[config.mk]
export PLATFORM = sky130hd
export DESIGN_NAME = fssf_mul
export DESIGN_NICKNAME = d
export VERILOG_FILES = /design/src/hw/rtl/fssf_pkg.sv /design/src/hw/rtl/fssf_mul.sv
export SDC_FILE = /design/constraint.sdc
export NUM_CORES = 1
export LEC_CHECK = 0
export BUFFER_PORTS_ARGS = -buffer_cell sky130_fd_sc_hd__buf_4
export CAP_MARGIN = 0
export CORE_ASPECT_RATIO = 0.5
export CORE_MARGIN = 3
export CORE_UTILIZATION = 45
export CTS_BUF_LIST = sky130_fd_sc_hd__clkbuf_8
export CTS_CLUSTER_DIAMETER = 120
export CTS_CLUSTER_SIZE = 24
export DETAILED_ROUTE_END_ITERATION = 8
export SKIP_CTS_REPAIR_TIMING = 1
export SYNTH_ARGS = -nofsm -noshare
export SYNTH_HDL_FRONTEND = slang
export SYNTH_SLANG_ARGS = --single-unit
[constraint.sdc]
create_clock -name clk_i -period 13.6 [get_ports clk_i]
set_input_delay 2.72 -clock clk_i [delete_from_list [all_inputs] [get_ports clk_i]]
set_output_delay 2.72 -clock clk_i [all_outputs]
set_load 0.005 [all_outputs]
[src/hw/rtl/fssf_pkg.sv]
// ----------------------------------------------------------------------------
// Frame store shape fill package
// Shared widths, opcodes and configuration indexes of the drawing engine.
// ----------------------------------------------------------------------------
package fssf_pkg;

  localparam int MAX_WIDTH_DEF  = 128;
  localparam int MAX_HEIGHT_DEF = 128;

  localparam int COORD_W = 8;
  localparam int COLOR_W = 16;

  localparam int S_TDATA_W = 48;
  localparam int S_TUSER_W = 3;
  localparam int M_TDATA_W = 16;

  localparam int CFG_IDX_W  = 1;
  localparam int CFG_DATA_W = 8;

  localparam logic [CFG_IDX_W-1:0] CFG_ACTIVE_WIDTH  = 1'b0;
  localparam logic [CFG_IDX_W-1:0] CFG_ACTIVE_HEIGHT = 1'b1;

  localparam int MUL_W  = 18;
  localparam int PROD_W = 2 * MUL_W;

  typedef enum logic [2:0] {
    OP_CLEAR   = 3'd0,
    OP_PIXEL   = 3'd1,
    OP_CIRCLE  = 3'd2,
    OP_ELLIPSE = 3'd3,
    OP_READ    = 3'd4
  } op_e;

endpackage

[src/hw/rtl/fssf_mul.sv]
// ----------------------------------------------------------------------------
// Frame store shape fill multiplier
// Shared signed multiplier with a registered product.
// ----------------------------------------------------------------------------
module fssf_mul (
  input  logic                               clk_i,
  input  logic signed [fssf_pkg::MUL_W-1:0]  a_i,
  input  logic signed [fssf_pkg::MUL_W-1:0]  b_i,
  output logic signed [fssf_pkg::PROD_W-1:0] p_o
);

  import fssf_pkg::*;

  always_ff @(posedge clk_i) begin
    p_o <= a_i * b_i;
  end

endmodule

==> flow_summary.yaml <==
final_layout:
  largest_register_ffs: 36
  n_antenna_cell: 0
  top_regs: "p_o: 36 flops"
  syn_to_final_growth_pct: 7.57
  ff_latch_area_sq_um: 721
  layout-drive-gt1-share_pct: 6.57
  multi_input_area_sq_um: 10600
  fillers: 2699
  largest-register: "p_o"
  nNetsFinal: 1874
synth:
  ys_ff_latch: 36
  synth_seq_area_share_pct: 5.58
  syn_nets: 1837
  synth_top_area_share_pct: 51.0
  ys_warn_count: 0
  avgSynthCellArea_sq_um: 9.37
  synth_area_leaders: "fa_1, inv_1, ha_1"
  async_reset_ff_share_pct: 0
  synth_area_sq_um: 12900
  synth-edff-count: 0
  synth_top_area_cell: "fa_1"
  netlist_instances: 1378
  synth.distinct_cells: 48
  ys.flop_type: "dfxtp_1"
critical_path:
  critPathCaptureType: "flip-flop"
  crit_chain: "buf_4 > and2_1 > fa_1 > inv_1 > fa_1 > inv_1 > ha_1 > inv_1 > fa_1 > inv_1 > fa_1 > inv_1 > fa_1 > inv_1 > ha_1 > and3_1 > and4_1 > o211ai_1 > o211ai_1 > o41ai_1 > o2111ai_1 > a21oi_1 > xnor2_1"
  slowest_delay_ns: 0.62
  crit_path_start_kind: "input port"
  crit_required_ns: 13.87
  cp_max_fo: 18
  critPathSlowestCell: "fa_1"
  cpMostUsedCell: "inv_1"
  arrival_ns: 9.16
  worstSetupPathType: "input port to flip-flop"
timing:
  finalMaxSlewViolations: 0
  layout_min_cycle_time_ns: 8.89
  final-setup-viol-count: 0
  fmax_ghz: 0.113
  finalCritPeriodShare_pct: 65.3
  slew_headroom_pct: 49.0
  hold_viol: 0
  rsz0062_at_grt: "no"
  tightest_slew_ns: 0.764
  finalSetupTns_ns: 0
route:
  drcViolationCount: 0
  ant_nets: 0
  routed_wl_mm: 30.1
  wl_per_cell_um: 16.7
  via_count: 8851
  drt-vias-per-instance: 4.92
  drt_pass1_iterations: 4
  initialDrtViolationCount: 353
grt:
  first_global_vias: 9799
  grt_max_degree: 20
  overflow: 0
  grt_usage_pct: 20.9
  grt_pass1_wl_mm: 50.9
  antenna_found_initial: 0
run:
  max_cap_viol_count: 0
hold_path:
  hold_path.startpoint: "b_i[0]"
  hold_path.class: "input port to flip-flop"
  timing.hold.worst_path_depth: 2
  holdPathEnd: "p_o[0]$_DFF_P_"
die:
  dieHeight_um: 126
  num_rows: 43
  die_area_sq_um: 30900
  io_pins: 73
  die_w_um: 246
  core-area_sq_um: 28000
  initial_core_util_pct: 46.2
place:
  gp_congestion: 0.850
  io_buffers: 72
  dp_hpwl_mm: 25.6
clock_network:
  cts-root-buf: "clkbuf_8"
  cts.clk_slew.worst_paths_ns: 0.11
  cts.path.max_buffers: 2
  cts_tree: "yes"
  h-tree-depth: 2
  clock_sinks: 36
  cts_buffers: 5
status:
  status: "finished clean"
==> critical path: cells and delay by family <==
kind,cells,cell delay [ns]
adders and majority gates,7,3.48
AOI/OAI and AO/OA,5,1.25
buffers and inverters,7,0.88
and+or+nand+nor,3,0.68
xor gates and xnor gates,1,0.13
==> routing by layer <==
layer	vias to the layer above	share of wire, %	track usage, %
li1	4047	-	-
met1	4613	44	28.6
met2	152	50	35.7
met3	39	3.9	3.43
met4	0	1.9	4.12
met5	-	0	0
==> cell families (layout without fill, tap and decap cells) <==
family	Yosys count	after routing	share of synthesized area [%]
buffers and inverters	415	453	12.1
AND/OR/NAND/NOR	387	387	15.4
AO/OA/AOI/OAI	82	82	4.48
flip-flops	36	36	5.58
XOR/XNOR	34	34	2.31
adder cells (fa/ha/maj)	422	422	60.0
multiplexers	2	2	0.165
==> placed cells by master, fill, tap and decap left out, drive strengths merged, types with 2 or more instances in the layout <==
master	n
a2111oi	3
ha	93
nand2b	9
nor2	18
clkbuf	5
o2111ai	2
a31oi	5
nand4	2
o21ai	16
o211ai	5
nand3	6
buf	74
nor2b	17
a21o	8
dfxtp	36
a211oi	2
and2	163
xnor2	32
a21oi	22
xor2	2
a211o	3
and4	2
nor3	5
nand2	157
a21boi	3
or2	2
o21bai	5
fa	329
inv	372
a221oi	2
==> synth_stat cells (2+ instances only) <==
cell and instances:
a21oi_2 2, xnor2_1 32, a31oi_1 5, nor2b_1 17
inv_1 371, a21boi_0 3, a211o_1 3, clkbuf_1 44
nand4_1 2, o2111ai_1 2, a211oi_1 2, and2_1 163
dfxtp_1 36, o21ai_0 15, xor2_1 2, nand3_1 6
nand2_1 157, a21oi_1 20, nor2_1 18, o21bai_1 5
fa_1 329, a21o_1 8, nor3_1 5, o211ai_1 5
or2_2 2, nand2b_1 9, ha_1 93, and4_1 2
==> cell type report <==
cell class | count | area share [%]
Timing Repair Buffer | 74 | 4.00
Clock buffer | 5 | 0.495
Clock inverter | 3 | 0.279
Tap cell | 382 | 3.44
Inverter | 371 | 10.0
Multi-Input combinational cell | 927 | 76.6
Sequential cell | 36 | 5.19
==> metrics by stage <==
stage          setup WS, ns  hold slack [ns]  instances  instance area, sq um  utilization, %
3_5_place_dp           4.24             3.09       1790                 13800            49.3
3_3_place_gp           4.39             3.09       1790                 13800            49.3
5_1_grt                4.29             2.73       1798                 13900            49.7
6_report               4.71             2.72       1798                 13900            49.7
2_1_floorplan          4.85             2.84       1378                 12900               -
4_1_cts                4.60             2.71       1798                 13900            49.7
==> how the worst max path moves through the flow <==
| stage | from | slack, ns | end | cells past startpoint |
|---|---|---|---|---|
| global route | b_i[1] | 4.29 | p_o[35]$_DFF_P_ | 23 |
| global placement | b_i[1] | 4.39 | p_o[35]$_DFF_P_ | 23 |
| finish | b_i[1] | 4.71 | p_o[35]$_DFF_P_ | 23 |
| CTS | b_i[1] | 4.60 | p_o[35]$_DFF_P_ | 23 |
| detailed placement | b_i[1] | 4.24 | p_o[35]$_DFF_P_ | 23 |
| floorplan | a_i[17] | 4.85 | p_o[35]$_DFF_P_ | 25 |
Power is left out: the tool's default activity adds up to more than one toggle a clock period on the data nets, which glitch-free logic cannot reach.
